--- src/hdl/moving_average_filter_unit_defines.svh ---
// Assertion macros shared by the moving average filter RTL.
`ifndef MOVING_AVERAGE_FILTER_UNIT_DEFINES_SVH
`define MOVING_AVERAGE_FILTER_UNIT_DEFINES_SVH

`ifndef ASSERT_OFF

// Property must hold at every clock edge outside reset.
`define MAF_ASSERT(label, clk, rst, prop, msg) \
   label: assert property (@(posedge clk) disable iff (rst) prop) else $error(msg);

// Condition must never be true outside reset.
`define MAF_ASSERT_NEVER(label, clk, rst, cond, msg) \
   label: assert property (@(posedge clk) disable iff (rst) !(cond)) else $error(msg);

`else

`define MAF_ASSERT(label, clk, rst, prop, msg)
`define MAF_ASSERT_NEVER(label, clk, rst, cond, msg)

`endif

`endif

--- src/hdl/maf_pkg.sv ---
// Shared constants and controller/datapath interface types for the moving average filter.
package maf_pkg;

   // Sizing
   localparam int MAX_WINDOW  = 16;
   localparam int SAMPLE_BITS = 16;
   localparam int WIN_BITS    = 5;
   localparam int SLOT_BITS   = $clog2(MAX_WINDOW);
   localparam int CNT_BITS    = $clog2(MAX_WINDOW + 1);
   localparam int SUM_BITS    = SAMPLE_BITS + $clog2(MAX_WINDOW) + 1;
   localparam int DIV_STEPS   = SUM_BITS;
   localparam int STEP_BITS   = $clog2(DIV_STEPS);

   // Register file
   localparam int CSR_ADDR_BITS = 3;
   localparam int CSR_DATA_BITS = 32;
   localparam logic [CSR_ADDR_BITS-1:0] ADDR_WINDOW_LEN = 3'h0;
   localparam logic [WIN_BITS-1:0]      WINDOW_RESET    = 5'd5;

   // Commands from the controller to the datapath
   typedef struct packed {
      logic capture;   // take the request sample, normalize the write slot
      logic read;      // read the oldest sample from the ring
      logic update;    // write the ring, update sum, count and slot
      logic div_load;  // load the divider with |sum|
      logic div_step;  // one restoring divide step
      logic load_out;  // load the output register
   } maf_cmd_type;

   // Status from the datapath to the controller
   typedef struct packed {
      logic div_last;  // current divide step is the final one
   } maf_status_type;

endpackage

--- src/hdl/moving_average_filter_unit.sv ---
// Top level of the moving average (boxcar) filter: stream ports, register port, assertions.
//
// Usage:
//   req channel carries one signed 16-bit sample per request; rsp channel returns
//   the mean of the last min(window_len, samples seen) samples, truncated toward zero.
//   One response per request, in order. The window is window_len clamped to 1..16.
//   The register port holds window_len at byte address 0 (reset value 5); writing it
//   clears the sample history, running sum and fill count. Write only while idle.
// Timing:
//   A request is accepted only while the controller is idle. It then passes through
//   the ring read, the sum update, the divider load and the bit-serial restoring
//   divider (one quotient bit per cycle), and then the response is loaded into the
//   output register. The next request is accepted the cycle after the load, so a new
//   request is not taken while the previous one is still in progress.
//   The output register holds a response while the receiver stalls; a finished result
//   waits for it before the next request is taken.
// Reset:
//   Synchronous, active high. Clears the controller, the output valid, the running
//   sum, fill count and write slot; window_len returns to 5.
`include "moving_average_filter_unit_defines.svh"

module moving_average_filter_unit (
   input  logic                                clock,
   input  logic                                reset,
   // request stream
   input  logic                                req_tvalid,
   output logic                                req_tready,
   input  logic [15:0]                         req_tdata,  // [15:0] sample_in
   // response stream
   output logic                                rsp_tvalid,
   input  logic                                rsp_tready,
   output logic [15:0]                         rsp_tdata,  // [15:0] average_out
   // register port
   input  logic                                csr_psel,
   input  logic                                csr_penable,
   input  logic                                csr_pwrite,
   input  logic [maf_pkg::CSR_ADDR_BITS-1:0]   csr_paddr,
   input  logic [maf_pkg::CSR_DATA_BITS-1:0]   csr_pwdata,
   output logic [maf_pkg::CSR_DATA_BITS-1:0]   csr_prdata,
   output logic                                csr_pready
);
   import maf_pkg::*;

   maf_cmd_type            cmd;
   maf_status_type         status;
   logic                   cfg_wr;
   logic [WIN_BITS-1:0]    window_len;
   logic [SAMPLE_BITS-1:0] average_out;

   // Register access decode
   assign csr_pready = 1'b1;
   assign cfg_wr     = csr_psel & csr_penable & csr_pwrite & csr_pready
                       & (csr_paddr == ADDR_WINDOW_LEN);
   assign csr_prdata = (csr_paddr == ADDR_WINDOW_LEN) ? CSR_DATA_BITS'(window_len) : '0;

   maf_ctrl u_ctrl (
      .clock      (clock),
      .reset      (reset),
      .req_tvalid (req_tvalid),
      .req_tready (req_tready),
      .rsp_tvalid (rsp_tvalid),
      .rsp_tready (rsp_tready),
      .cmd        (cmd),
      .status     (status)
   );

   maf_datapath u_datapath (
      .clock       (clock),
      .reset       (reset),
      .cmd         (cmd),
      .status      (status),
      .sample_in   (req_tdata),
      .cfg_wr      (cfg_wr),
      .cfg_window  (csr_pwdata[WIN_BITS-1:0]),
      .window_len  (window_len),
      .average_out (average_out)
   );

   assign rsp_tdata = average_out;

   // Assertions
   `MAF_ASSERT(a_busy_after_accept, clock, reset, req_tvalid && req_tready |=> !req_tready, "request accepted while previous one in progress")
   `MAF_ASSERT(a_valid_from_load, clock, reset, $rose(rsp_tvalid) |-> $past(cmd.load_out), "response valid without output load")
   `MAF_ASSERT_NEVER(a_load_while_idle, clock, reset, cmd.load_out && req_tready, "output loaded while idle")

endmodule

--- src/hdl/maf_datapath.sv ---
// Datapath: sample ring, running sum, fill count, serial divider and output register.
module maf_datapath (
   input  logic                                 clock,
   input  logic                                 reset,
   input  maf_pkg::maf_cmd_type                 cmd,
   output maf_pkg::maf_status_type              status,
   input  logic [maf_pkg::SAMPLE_BITS-1:0]      sample_in,
   input  logic                                 cfg_wr,
   input  logic [maf_pkg::WIN_BITS-1:0]         cfg_window,
   output logic [maf_pkg::WIN_BITS-1:0]         window_len,
   output logic [maf_pkg::SAMPLE_BITS-1:0]      average_out
);
   import maf_pkg::*;

   // Sample history, no reset
   logic signed [SAMPLE_BITS-1:0] ring_mem [MAX_WINDOW];

   logic [WIN_BITS-1:0]           window_ff, window_in;
   logic signed [SUM_BITS-1:0]    sum_ff, sum_in;
   logic [SLOT_BITS-1:0]          slot_ff, slot_in;
   logic [CNT_BITS-1:0]           count_ff, count_in;
   logic signed [SAMPLE_BITS-1:0] sample_ff;
   logic signed [SAMPLE_BITS-1:0] old_ff;
   logic [SUM_BITS-1:0]           quo_ff, quo_in;
   logic [CNT_BITS-1:0]           rem_ff, rem_in;
   logic                          neg_ff;
   logic [STEP_BITS-1:0]          step_ff;
   logic [SAMPLE_BITS-1:0]        avg_ff;

   logic [CNT_BITS-1:0]           eff_win;
   logic [CNT_BITS-1:0]           slot_ext;
   logic [CNT_BITS-1:0]           slot_inc;
   logic [SLOT_BITS-1:0]          slot_norm;
   logic                          full;
   logic signed [SUM_BITS-1:0]    sample_ext, old_ext;
   logic [SUM_BITS-1:0]           sum_mag;
   logic [CNT_BITS:0]             shifted;
   logic [CNT_BITS+1:0]           diff;
   logic                          ge;
   logic [SAMPLE_BITS-1:0]        quo_low;

   // Effective window: zero acts as one, clipped to the ring depth
   always_comb begin
      priority if (window_ff == '0) begin
         eff_win = CNT_BITS'(1);
      end else if (32'(window_ff) > 32'(MAX_WINDOW)) begin
         eff_win = CNT_BITS'(MAX_WINDOW);
      end else begin
         eff_win = CNT_BITS'(window_ff);
      end
   end

   assign slot_ext  = CNT_BITS'(slot_ff);
   assign slot_norm = (slot_ext >= eff_win) ? '0 : slot_ff;
   assign slot_inc  = slot_ext + CNT_BITS'(1);
   assign full      = (count_ff >= eff_win);

   assign sample_ext = {{(SUM_BITS-SAMPLE_BITS){sample_ff[SAMPLE_BITS-1]}}, sample_ff};
   assign old_ext    = full ? {{(SUM_BITS-SAMPLE_BITS){old_ff[SAMPLE_BITS-1]}}, old_ff} : '0;
   assign sum_mag    = sum_ff[SUM_BITS-1] ? SUM_BITS'(-sum_ff) : SUM_BITS'(sum_ff);

   // Window register and history bookkeeping
   always_comb begin
      window_in = window_ff;
      sum_in    = sum_ff;
      slot_in   = slot_ff;
      count_in  = count_ff;
      priority if (cfg_wr) begin
         window_in = cfg_window;
         sum_in    = '0;
         slot_in   = '0;
         count_in  = '0;
      end else if (cmd.capture) begin
         slot_in = slot_norm;
      end else if (cmd.update) begin
         sum_in   = sum_ff - old_ext + sample_ext;
         count_in = full ? eff_win : count_ff + CNT_BITS'(1);
         slot_in  = (slot_inc >= eff_win) ? '0 : slot_inc[SLOT_BITS-1:0];
      end
   end

   always_ff @(posedge clock) begin
      if (reset) begin
         window_ff <= WINDOW_RESET;
         sum_ff    <= '0;
         slot_ff   <= '0;
         count_ff  <= '0;
      end else begin
         window_ff <= window_in;
         sum_ff    <= sum_in;
         slot_ff   <= slot_in;
         count_ff  <= count_in;
      end
   end

   // Request sample capture
   always_ff @(posedge clock) begin
      if (cmd.capture) begin
         sample_ff <= sample_in;
      end
   end

   // Ring memory: registered read of the oldest sample, write of the new one
   always_ff @(posedge clock) begin
      if (cmd.read) begin
         old_ff <= ring_mem[slot_ff];
      end
      if (cmd.update) begin
         ring_mem[slot_ff] <= sample_ff;
      end
   end

   // One restoring divide step: magnitude of sum over fill count
   assign shifted = {rem_ff, quo_ff[SUM_BITS-1]};
   assign diff    = {1'b0, shifted} - {2'b00, count_ff};
   assign ge      = ~diff[CNT_BITS+1];
   assign rem_in  = ge ? diff[CNT_BITS-1:0] : shifted[CNT_BITS-1:0];
   assign quo_in  = {quo_ff[SUM_BITS-2:0], ge};

   always_ff @(posedge clock) begin
      if (cmd.div_load) begin
         neg_ff  <= sum_ff[SUM_BITS-1];
         quo_ff  <= sum_mag;
         rem_ff  <= '0;
         step_ff <= '0;
      end else if (cmd.div_step) begin
         quo_ff  <= quo_in;
         rem_ff  <= rem_in;
         step_ff <= step_ff + STEP_BITS'(1);
      end
   end

   assign status.div_last = (step_ff == STEP_BITS'(DIV_STEPS - 1));

   // Output register, sign restored (truncation toward zero)
   assign quo_low = quo_ff[SAMPLE_BITS-1:0];

   always_ff @(posedge clock) begin
      if (cmd.load_out) begin
         avg_ff <= neg_ff ? SAMPLE_BITS'(-quo_low) : quo_low;
      end
   end

   assign average_out = avg_ff;
   assign window_len  = window_ff;

endmodule

--- src/hdl/maf_ctrl.sv ---
// Controller: sequences one request through ring access, sum update, divide and output.
module maf_ctrl (
   input  logic                    clock,
   input  logic                    reset,
   input  logic                    req_tvalid,
   output logic                    req_tready,
   output logic                    rsp_tvalid,
   input  logic                    rsp_tready,
   output maf_pkg::maf_cmd_type    cmd,
   input  maf_pkg::maf_status_type status
);
   import maf_pkg::*;

   typedef enum logic [5:0] {
      ST_IDLE   = 6'b000001,
      ST_READ   = 6'b000010,
      ST_UPDATE = 6'b000100,
      ST_PREP   = 6'b001000,
      ST_DIVIDE = 6'b010000,
      ST_DONE   = 6'b100000
   } maf_state_type;

   maf_state_type state_ff, state_in;
   logic          rsp_valid_ff, rsp_valid_in;
   logic          out_free;

   assign out_free = ~rsp_valid_ff | rsp_tready;

   // Next state and datapath commands
   always_comb begin
      state_in = state_ff;
      cmd      = '0;
      unique case (state_ff)
         ST_IDLE: begin
            if (req_tvalid) begin
               cmd.capture = 1'b1;
               state_in    = ST_READ;
            end
         end
         ST_READ: begin
            cmd.read = 1'b1;
            state_in = ST_UPDATE;
         end
         ST_UPDATE: begin
            cmd.update = 1'b1;
            state_in   = ST_PREP;
         end
         ST_PREP: begin
            cmd.div_load = 1'b1;
            state_in     = ST_DIVIDE;
         end
         ST_DIVIDE: begin
            cmd.div_step = 1'b1;
            if (status.div_last) begin
               state_in = ST_DONE;
            end
         end
         ST_DONE: begin
            if (out_free) begin
               cmd.load_out = 1'b1;
               state_in     = ST_IDLE;
            end
         end
         default: begin
            state_in = ST_IDLE;
         end
      endcase
   end

   // Output valid: set on load, cleared when taken
   always_comb begin
      priority if (cmd.load_out) begin
         rsp_valid_in = 1'b1;
      end else if (rsp_tready) begin
         rsp_valid_in = 1'b0;
      end else begin
         rsp_valid_in = rsp_valid_ff;
      end
   end

   always_ff @(posedge clock) begin
      if (reset) begin
         state_ff     <= ST_IDLE;
         rsp_valid_ff <= 1'b0;
      end else begin
         state_ff     <= state_in;
         rsp_valid_ff <= rsp_valid_in;
      end
   end

   assign req_tready = (state_ff == ST_IDLE);
   assign rsp_tvalid = rsp_valid_ff;

endmodule

--- config.mk ---
export PLATFORM = sky130hd
export DESIGN_NAME = moving_average_filter_unit
export DESIGN_NICKNAME = d
export VERILOG_FILES = /design/src/hdl/maf_pkg.sv /design/src/hdl/moving_average_filter_unit.sv /design/src/hdl/maf_datapath.sv /design/src/hdl/maf_ctrl.sv
export VERILOG_INCLUDE_DIRS = /design/src /design/src/hdl
export SDC_FILE = /design/constraint.sdc
export NUM_CORES = 1
export LEC_CHECK = 0
export BUFFER_PORTS_ARGS = -buffer_cell sky130_fd_sc_hd__buf_2
export CAP_MARGIN = 30
export CORE_ASPECT_RATIO = 1.75
export CORE_MARGIN = 2
export CORE_UTILIZATION = 50
export CTS_BUF_LIST = sky130_fd_sc_hd__clkbuf_4 sky130_fd_sc_hd__clkbuf_8 sky130_fd_sc_hd__clkbuf_16
export DETAILED_ROUTE_END_ITERATION = 10
export GPL_TIMING_DRIVEN = 0
export PLACE_DENSITY = 0.7
export SLEW_MARGIN = 20
export SYNTH_ARGS = -nofsm -noshare
export SYNTH_HDL_FRONTEND = slang
export SYNTH_SLANG_ARGS = --single-unit
--- constraint.sdc ---
create_clock -name clock -period 4.17 [get_ports clock]
set_input_delay 0.2085 -clock clock [delete_from_list [all_inputs] [get_ports clock]]
set_output_delay 0.2085 -clock clock [all_outputs]
set_load 0.005 [all_outputs]
==> impl_metrics.csv, run 1 <==
group,metric,value,unit
status,outcome,"finished with violations",
status,violations,"setup timing",
placed_design,dp_hpwl,27.3,mm
timing,setup_slack,-0.0331,ns
synth,yosysTopAreaCell,"edfxtp_1",
power_and_ir_drop,ir_worst_vdd,327,uV
finish,nNetsFinal,1503,
finish,nFillCells,2592,
finish,drive_above_1_share,24.1,%
synth,synth_area_leaders,"edfxtp_1, mux4_2, dfxtp_1, ha_1, fa_1",
timing,setup_viol,1,
setup_path,cp_slowest_cell,"fa_1",
grt,grt_use_total,21.5,%
synth,syn_area,17400,sq um
synth,netlist.area_leader.share,56.3,%
clocking,cts_inserted_buffers,35,
timing,skew,0.0199,ns
clocking,clock_sinks,378,
timing,rsz0062_at_grt,"true",
grt,grt_pass1_vias,10600,
synth,synthTopCellsByCount,"edfxtp_1, inv_1, nand2_1",
placed_design,gp_routability_congestion,0.887,
synth,ys_ff_latch,378,
floorplan,die_width,145,microns
setup_path,slowest_delay,0.48,ns
synth,synth_most_common_cell,"edfxtp_1",
finish,fin_cells,1860,
routing,drc,0,
finish,synthToLayoutAreaGrowth,17.9,%
routing,vias,10200,
floorplan,start_util,50.6,%
floorplan,die-area,36300,sq um
timing,fin_tns_setup,-0.0331,ns
synth,yosysWarnings,0,
routing,ant_nets,0,
placed_design,numPortBuffers,53,
setup_path,crit_cells,22,
setup_path,reg2regPathDepth,22,
finish,diodes,0,
floorplan,ios,109,
clocking,cts_tree,"built",
setup_path,cp_num_buf_inv,4,
synth,synth_cells,1196,
synth,synth.avg_cell_area,14.5,sq um
grt,antenna_found_initial,0,
finish,regArea,10800,sq um
grt,overflow,0,
setup_path,cp_data_required_time,4.64,ns
power_and_ir_drop,power,9.07,mW
setup_path,crit_path_end_kind,"flip-flop",
timing,hold_viol,0,
power_and_ir_drop,p_leak,7.31,nW
timing,max_slew_margin,40.8,%
synth,synth_edf_count,326,
finish,final_util,59.7,%
clocking,clock_latency,0.54,ns
grt,grt_max_degree,23,
routing,routed_via_density,5.50,
floorplan,chipHeight,251,microns
power_and_ir_drop,p_per_area,442,nW/um^2
clocking,h-tree-depth,2,
grt,grt_first_pass_wirelength,58.9,mm
synth,async_reset_ff_share,0,%
timing,tightest_slew,0.889,ns
min_path,hold_path_class,"input port to flip-flop",
min_path,hold_path_depth,3,
floorplan,row_count,90,
timing,fin_crit_sh,101,%
timing,slew_viol_final,0,
routing,wl_per_cell,20.7,microns
setup_path,critPathMaxFanout,4,
synth,ys_types,65,
timing,max_freq,238,MHz
setup_path,worst_path_most_repeated_cell,"a21o_1",
floorplan,design.core.area,34300,sq um
timing,timing.final.crit_period,4.20,ns
clocking,clock_path_buffers,3,
clocking,path_clk_slew,0.07,ns
setup_path,startpoint_type,"flip-flop",
setup_path,criticalPathCategory,"flip-flop to flip-flop",
routing,wirelength,38.6,mm
job,maxCapViolCount,0,
synth,synth_ff_type,"edfxtp_1",
placed_design,dp_cells,1753,
setup_path,cp_cell_sequence,"nor3_4 > nor2_2 > nor2_2 > ha_1 > nand2b_4 > a21o_1 > a21oi_2 > o21ai_4 > buf_8 > buf_12 > and2_1 > fa_1 > inv_1 > ha_2 > buf_4 > a21o_1 > a21o_1 > nand2_2 > a31oi_2 > or3_4 > a31o_1 > a21oi_2",
setup_path,cp_top_family,"compound AO/OA/AOI/OAI gates",
setup_path,arrival,4.67,ns
clocking,cts_root_buffer,"clkbuf_16",
routing,dr.pass1.iters,5,
finish,multi_input_area,6250,sq um
routing,drtIter0Drc,878,
synth,synth_seq_area_share,62.3,%
placed cells by master, fill, tap and decap left out, types with 9 or more instances in the layout:
| cell type | count |
|---|---|
| dfxtp_1 | 49 |
| dlygate4sd3_1 | 21 |
| nor3_1 | 14 |
| o21ai_0 | 53 |
| fa_1 | 19 |
| conb_1 | 28 |
| buf_8 | 15 |
| ha_1 | 37 |
| clkbuf_1 | 26 |
| nand2_1 | 81 |
| ha_4 | 9 |
| mux4_2 | 80 |
| a21oi_1 | 34 |
| nand3_1 | 9 |
| nor2b_1 | 9 |
| and2_1 | 33 |
| clkbuf_16 | 36 |
| a21o_1 | 15 |
| nor2_1 | 48 |
| buf_4 | 45 |
| inv_1 | 97 |
| edfxtp_1 | 326 |
| buf_2 | 57 |
| xnor2_1 | 39 |
| xor2_1 | 13 |
| buf_6 | 9 |
final timing paths:
kind | slack (ns) | to | from
setup / recovery | -0.03 | u_datapath.sum_ff[20]$_SDFFE_PP0P_ | u_datapath.window_len[3]$_SDFFE_PP0P_
hold / removal | 0.04 | u_ctrl.rsp_tvalid$_SDFFE_PP0P_ | rsp_tready
setup reg to reg | -0.03 | u_datapath.sum_ff[20]$_SDFFE_PP0P_ | u_datapath.window_len[3]$_SDFFE_PP0P_
hold reg to reg | 0.45 | u_datapath.sum_ff[18]$_SDFFE_PP0P_ | u_datapath.sum_ff[18]$_SDFFE_PP0P_
sequential cells by signal (all words and copies together) (netlist names):
signal / count
u_datapath.ring_mem: 256
u_datapath.quo_ff: 21
u_datapath.sum_ff: 21
u_datapath.average_out: 16
u_datapath.old_ff: 16
u_datapath.sample_ff: 16
u_ctrl.state_ff: 6
u_datapath.count_ff: 5
u_datapath.rem_ff: 5
u_datapath.step_ff: 5
u_datapath.window_len: 5
u_datapath.slot_ff: 4
u_ctrl.rsp_tvalid: 1
u_datapath.neg_ff: 1
through the flow:
step                instance area, sq um  hold slack [ns]  setup slack, ns
floorplan                          17500            0.307           0.0176
global placement                   18400            0.385           -0.663
detailed placement                 18600            0.387           -0.729
CTS                                20200           0.0150          0.00245
global route                       20500           0.0457           -0.158
finish                             20500           0.0394          -0.0331
cells by family after synthesis:
family          count (synthesis)  share of synthesized area, %
fa+ha+maj                      71                          6.02
simple gates                  259                          7.52
buf+inv                       168                          4.26
compound gates                179                          6.48
mux                            87                          10.8
flops                         378                          62.3
other cells                     2                        0.0432
xor+xnor                       52                          2.62
final cells by class:
| type | count | share of cell area, % |
|---|---|---|
| clock inverter | 20 | 0.867 |
| timing repair buffer | 115 | 4.52 |
| inverter | 103 | 1.92 |
| tap | 460 | 2.81 |
| buffer | 65 | 1.84 |
| sequential | 378 | 52.9 |
| multi-input combinational | 676 | 30.5 |
| clock buffer | 43 | 4.65 |
what timing repair did:
| item | CTS | global route |
|---|---|---|
| hold buffers | 21 | 0 |
| endpoints found under the hold margin | 21 | 0 |
| setup endpoints to repair | 14 | 12 |
| pin swaps | 18 | 34 |
| cloned | 1 | 0 |
| gates resized for setup | 37 | 47 |
| buffers inserted | 13 | 8 |
where the power goes:
group / internal [mW] / switching, mW
sequential: 4.33 / 0.183
clock: 1.77 / 1.39
combinational: 0.614 / 0.779
total: 6.72 / 2.35
per-layer routing:
| layer | up-vias | GRT usage (%) | routed length, microns |
|---|---|---|---|
| li1 | 4750 | - | - |
| met1 | 5088 | 22.0 | 13100 |
| met2 | 291 | 42.3 | 22100 |
| met3 | 95 | 2.91 | 1550 |
| met4 | 0 | 10.6 | 1850 |
| met5 | - | 0 | 0 |
worst min-delay path: stages:
cell,delay (ns)
buf_2,0.07
nand2b_1,0.14
a21oi_1,0.08
Power figures use the tool's default switching activity.
==> inputs of run 2 (changes only) <==
--- a/config.mk
+++ b/config.mk
@@ -6,15 +6,16 @@
 export SDC_FILE = /design/constraint.sdc
 export NUM_CORES = 1
 export LEC_CHECK = 0
-export BUFFER_PORTS_ARGS = -buffer_cell sky130_fd_sc_hd__buf_2
 export CAP_MARGIN = 30
 export CORE_ASPECT_RATIO = 1.75
 export CORE_MARGIN = 2
 export CORE_UTILIZATION = 50
 export CTS_BUF_LIST = sky130_fd_sc_hd__clkbuf_4 sky130_fd_sc_hd__clkbuf_8 sky130_fd_sc_hd__clkbuf_16
 export DETAILED_ROUTE_END_ITERATION = 10
+export DONT_BUFFER_PORTS = 1
 export GPL_TIMING_DRIVEN = 0
-export PLACE_DENSITY = 0.7
+export PLACE_DENSITY = 0.68
+export SKIP_CTS_REPAIR_TIMING = 1
 export SLEW_MARGIN = 20
 export SYNTH_ARGS = -nofsm -noshare
 export SYNTH_HDL_FRONTEND = slang
==> constraint.sdc (replaced) <==
create_clock -name clock -period 4.17 [get_ports clock]
set_input_delay 0.6255 -clock clock [delete_from_list [all_inputs] [get_ports clock]]
set_output_delay 0.6255 -clock clock [all_outputs]
set_load 0.005 [all_outputs]
==> impl_metrics.csv, run 2 (synthesis gave the netlist of run 1 again) <==
group,metric,value,unit
routing,dr.pass1.iters,7,
finish,synthToLayoutAreaGrowth,14.3,%
power_and_ir_drop,p_seq_share,50.7,%
setup_path,reg2regPathDepth,19,
timing,timing.final.crit_period,4.24,ns
timing,setup_viol,4,
finish,final_util,57.8,%
setup_path,cp_data_required_time,4.63,ns
timing,hold_slack,0.174,ns
timing,rsz0062_at_grt,"true",
routing,ant_nets,0,
clocking,h-tree-depth,2,
finish,largest_reg_flops,256,
timing,max_freq,236,MHz
setup_path,worst_path_most_repeated_cell,"ha_1",
setup_path,crit_path_end_kind,"flip-flop",
finish,stdcell_area,19900,sq um
routing,drtIter0Drc,709,
power_and_ir_drop,clkPwrFrac,34.8,%
timing,setup_slack,-0.0678,ns
timing,fin_crit_sh,102,%
min_path,hold_path_class,"input port to flip-flop",
power_and_ir_drop,power,8.90,mW
timing,skew,0.0186,ns
status,outcome,"finished with violations",
setup_path,critPathMaxFanout,6,
finish,reg_top3,"u_datapath.ring_mem: 256 flops, u_datapath.quo_ff: 21 flops, u_datapath.sum_ff: 21 flops",
grt,grt_pass1_vias,10200,
floorplan,design.core.area,34300,sq um
clocking,clock_sinks,378,
clocking,clock_path_buffers,3,
timing,fin_tns_setup,-0.177,ns
finish,regMostFlops,"u_datapath.ring_mem",
setup_path,cp_cell_sequence,"nor3_2 > nor2_1 > nor2_2 > ha_1 > nand2b_1 > a21o_1 > a21oi_4 > o21ai_4 > buf_6 > nand2_4 > inv_4 > fa_1 > inv_1 > ha_1 > a21oi_1 > o21ai_0 > or3_4 > a31o_1 > a21oi_2",
power_and_ir_drop,pwr-share-comb,14.5,%
grt,overflow,0,
grt,grt_use_total,21.0,%
finish,drive_above_1_share,20.8,%
finish,nFillCells,2668,
clocking,cts_inserted_buffers,36,
clocking,path_clk_slew,0.07,ns
setup_path,cp_slowest_cell,"fa_1",
timing,slew_viol_final,0,
clocking,cts_tree,"built",
grt,grt_max_degree,23,
finish,multi_input_area,6230,sq um
floorplan,die-area,36300,sq um
placed_design,placed_area,18300,sq um
timing,tightest_slew,0.997,ns
grt,grt_first_pass_wirelength,57.6,mm
routing,vias,9933,
clocking,clock_latency,0.54,ns
routing,drc,0,
floorplan,die_width,145,microns
routing,routed_via_density,5.58,
timing,max_slew_margin,33.5,%
timing,hold_viol,0,
setup_path,arrival,4.70,ns
job,maxCapViolCount,0,
setup_path,slowest_delay,0.49,ns
finish,final_cell_mix,"edfxtp_1, inv_1, nand2_1",
min_path,hold_path_depth,0,
power_and_ir_drop,p_per_area,448,nW/um^2
power_and_ir_drop,power_switching,2.34,mW
placed_design,gp_routability_congestion,0.876,
power_and_ir_drop,p_sw_share,26.3,%
placed_design,dp_cells,1693,
status,violations,"setup timing",
routing,wl_per_cell,21.6,microns
power_and_ir_drop,intPower,6.56,mW
finish,fin_cells,1781,
placed_design,dp_hpwl,27.4,mm
grt,antenna_found_initial,0,
power_and_ir_drop,p_leak,6.97,nW
power_and_ir_drop,ir_worst_vdd,433,uV
floorplan,start_util,50.6,%
floorplan,chipHeight,251,microns
floorplan,row_count,90,
finish,nNetsFinal,1424,
finish,layout_commonest_cell,"edfxtp_1",
setup_path,cp_num_buf_inv,3,
placed_design,post-place-ws,-0.724,ns
finish,diodes,0,
floorplan,ios,109,
clocking,cts_root_buffer,"clkbuf_16",
setup_path,cp_top_family,"compound AO/OA/AOI/OAI gates",
setup_path,startpoint_type,"flip-flop",
finish,regArea,10800,sq um
placed_design,numPortBuffers,0,
routing,wirelength,38.5,mm
setup_path,criticalPathCategory,"flip-flop to flip-flop",
setup_path,crit_cells,19,
[run 2: power groups by stage]
stage / clock network (mW) / logic, mW / registers, mW
2_1_floorplan: 0 / 0.816 / 4.52
3_3_place_gp: 0 / 1.04 / 4.58
3_5_place_dp: 0 / 1.06 / 4.60
4_1_cts: 3.16 / 1.07 / 4.52
5_1_grt: 3.30 / 1.41 / 4.54
6_report: 3.10 / 1.29 / 4.52
[run 2: final cells by class]
cell class / instances / area share [%]
Sequential cell: 378 / 54.6
Clock buffer: 44 / 4.93
Inverter: 103 / 1.96
Timing Repair Buffer: 34 / 1.78
Clock inverter: 20 / 0.686
Multi-Input combinational cell: 677 / 31.3
Tap cell: 460 / 2.90
Buffer: 65 / 1.86
[run 2: worst paths after layout]
path,slack [ns],endpoint,start
hold reg to reg,0.47,u_datapath.sum_ff[10]$_SDFFE_PP0P_,u_datapath.sum_ff[10]$_SDFFE_PP0P_
setup reg to reg,-0.07,u_datapath.sum_ff[20]$_SDFFE_PP0P_,u_datapath.window_len[3]$_SDFFE_PP0P_
setup / recovery,-0.07,u_datapath.sum_ff[20]$_SDFFE_PP0P_,u_datapath.window_len[3]$_SDFFE_PP0P_
hold / removal,0.17,u_datapath.sample_ff[0]$_DFFE_PP_,req_tdata[0]
[run 2: per-layer routing]
metal / wire length (microns) / vias up / GRT usage [%]
met2: 21900 / 295 / 41.1
met1: 13300 / 4932 / 21.6
li1: - / 4599 / -
met3: 1470 / 107 / 2.71
met4: 1830 / 0 / 10.6
met5: 0 / - / 0
[run 2: worst reg2reg max path: cells and delay by family, from the launching register on]
kind            cells  cell delay, ns
compound gates      7            1.33
fa+ha+maj           3            1.12
buf+inv             3            0.30
flops               1            0.36
simple gates        6            1.04
==> inputs of run 3 (changes only) <==
--- a/config.mk
+++ b/config.mk
@@ -15,6 +15,7 @@
 export DONT_BUFFER_PORTS = 1
 export GPL_TIMING_DRIVEN = 0
 export PLACE_DENSITY = 0.68
+export SETUP_SLACK_MARGIN = 0.05
 export SKIP_CTS_REPAIR_TIMING = 1
 export SLEW_MARGIN = 20
 export SYNTH_ARGS = -nofsm -noshare
==> impl_metrics.csv, run 3 (synthesis gave the netlist of run 1 again) <==
group,metric,value,unit
floorplan,die-area,36300,sq um
placed_design,gp_routability_congestion,0.884,
routing,drc,0,
routing,wl_per_cell,21.5,microns
status,violations,"setup timing",
power_and_ir_drop,p_leak,7.06,nW
routing,ant_nets,0,
finish,layout_commonest_cell,"edfxtp_1",
finish,diodes,0,
job,maxCapViolCount,0,
placed_design,post-place-ws,-0.719,ns
setup_path,cp_top_family,"simple AND/OR/NAND/NOR gates",
floorplan,die_width,145,microns
floorplan,design.core.area,34300,sq um
setup_path,cp_data_required_time,4.59,ns
timing,setup_viol,2,
setup_path,crit_cells,19,
clocking,path_clk_slew,0.07,ns
finish,synthToLayoutAreaGrowth,15.8,%
setup_path,crit_path_end_kind,"flip-flop",
min_path,hold_path_depth,0,
setup_path,slowest_delay,0.48,ns
clocking,clock_sinks,378,
timing,tightest_slew,0.956,ns
setup_path,cp_cell_sequence,"nor3_2 > nor2_1 > nor2_2 > ha_1 > nand2b_4 > a21o_1 > a21oi_4 > o21ai_4 > buf_4 > and2_1 > fa_1 > inv_1 > ha_1 > or3_1 > a211o_1 > and2_4 > a31oi_4 > nor3b_2 > nor3_1",
routing,routed_via_density,5.60,
power_and_ir_drop,ir_worst_vdd,437,uV
floorplan,row_count,90,
routing,drtIter0Drc,670,
floorplan,ios,109,
routing,vias,9999,
timing,slew_viol_final,0,
clocking,clock_path_buffers,3,
floorplan,start_util,50.6,%
placed_design,dp_hpwl,27.2,mm
min_path,hp-start,"req_tdata[8]",
grt,grt_use_total,20.9,%
timing,setup_slack,-0.00405,ns
status,outcome,"finished with violations",
finish,final_cell_mix,"edfxtp_1, inv_1, nand2_1",
finish,final_util,58.6,%
timing,skew,0.0228,ns
setup_path,critPathMaxFanout,5,
clocking,cts_tree,"built",
floorplan,chipHeight,251,microns
setup_path,cp_num_buf_inv,2,
clocking,clock_latency,0.55,ns
routing,wirelength,38.3,mm
grt,antenna_found_initial,0,
finish,reg_top3,"u_datapath.ring_mem: 256 flops, u_datapath.quo_ff: 21 flops, u_datapath.sum_ff: 21 flops",
clocking,h-tree-depth,2,
grt,overflow,0,
timing,timing.final.crit_period,4.17,ns
clocking,cts_inserted_buffers,35,
setup_path,arrival,4.59,ns
grt,grt_max_degree,23,
setup_path,criticalPathCategory,"flip-flop to flip-flop",
setup_path,startpoint_type,"flip-flop",
setup_path,reg2reg_to,"u_datapath.sum_ff[15]$_SDFFE_PP0P_",
setup_path,timing.reg2reg.setup_slack,-0.004,ns
timing,hold_viol,0,
setup_path,reg2regPathDepth,19,
timing,rsz0062_at_grt,"true",
timing,max_freq,240,MHz
grt,grt_first_pass_wirelength,57.4,mm
min_path,hold_path_class,"input port to flip-flop",
power_and_ir_drop,p_per_area,462,nW/um^2
setup_path,cp_slowest_cell,"fa_1",
grt,grt_pass1_vias,10200,
finish,nNetsFinal,1426,
finish,largest_reg_flops,256,
timing,max_slew_margin,36.3,%
setup_path,timing.rr.start,"u_datapath.window_len[1]$_SDFFE_PP0P_",
finish,nFillCells,2631,
timing,fin_crit_sh,100,%
min_path,holdPathEnd,"u_datapath.sample_ff[8]$_DFFE_PP_",
finish,drive_above_1_share,22.0,%
clocking,cts_root_buffer,"clkbuf_16",
placed_design,numPortBuffers,0,
finish,regMostFlops,"u_datapath.ring_mem",
routing,dr.pass1.iters,5,
setup_path,worst_path_most_repeated_cell,"ha_1",
run 3: cell types whose count changed in the layout (fill, tap and decap cells not counted), moves of 3 or more:
cell       before  now
inv_2           1    6
clkinv_1        7    3
bufinv_16       0    5
a21oi_1        34   31
inv_1         100   95
o21ai_1         6    9
o21ai_0        55   51
clkinv_2        8    5
buf_4          46   49
run 3: per-stage QoR:
stage | instances | instance area [sq um] | setup TNS [ns] | power, mW | hold WS (ns)
final | 1784 | 20100 | -0.00511 | 9.30 | 0.169
after global routing | 1784 | 20100 | -0.395 | 9.65 | 0.151
after CTS | 1760 | 19500 | -7.09 | 9.07 | 0.147
after detailed placement | 1696 | 18300 | -6.58 | 5.66 | 0.446
after global placement | 1682 | 18100 | -5.87 | 5.62 | 0.445
after floorplan | 1222 | 17500 | 0 | 5.33 | 0.425
run 3: worst max path at each step:
| stage | start | slack (ns) | endpoint |
|---|---|---|---|
| 2_1_floorplan | u_datapath.window_len[1]$_SDFFE_PP0P_ | 0.04 | u_datapath.sum_ff[20]$_SDFFE_PP0P_ |
| 3_3_place_gp | u_datapath.window_len[1]$_SDFFE_PP0P_ | -0.64 | u_datapath.sum_ff[15]$_SDFFE_PP0P_ |
| 3_5_place_dp | u_datapath.window_len[1]$_SDFFE_PP0P_ | -0.72 | u_datapath.sum_ff[15]$_SDFFE_PP0P_ |
| 4_1_cts | u_datapath.window_len[1]$_SDFFE_PP0P_ | -0.74 | u_datapath.sum_ff[15]$_SDFFE_PP0P_ |
| 5_1_grt | u_datapath.window_len[1]$_SDFFE_PP0P_ | -0.13 | u_datapath.sum_ff[20]$_SDFFE_PP0P_ |
| 6_report | u_datapath.window_len[1]$_SDFFE_PP0P_ | -0.004 | u_datapath.sum_ff[15]$_SDFFE_PP0P_ |
run 3: power breakdown:
group	switching [mW]	internal (mW)	total, mW	leakage (nW)
Sequential	0.186	4.33	4.52	3.36
Clock	1.41	2.02	3.44	0.618
Combinational	0.773	0.571	1.34	3.08
run 3: per-layer routing:
metal	vias up	wire, microns	global-route usage, %
met5	-	0	0
met4	0	1850	10.2
met3	103	1280	2.46
met2	283	21800	41.0
met1	5013	13400	21.9
li1	4600	-	-
run 3: area by class of cell:
class | count | area [sq um] | area share (%)
plain buffers | 65 | 370 | 1.84
well taps | 460 | 576 | 2.86
flip-flops and latches | 378 | 10800 | 53.8
clock inverters | 17 | 256 | 1.27
multi-input cells | 677 | 6330 | 31.4
repair buffers | 37 | 383 | 1.90
clock buffers | 47 | 996 | 4.95
inverters | 103 | 392 | 1.95
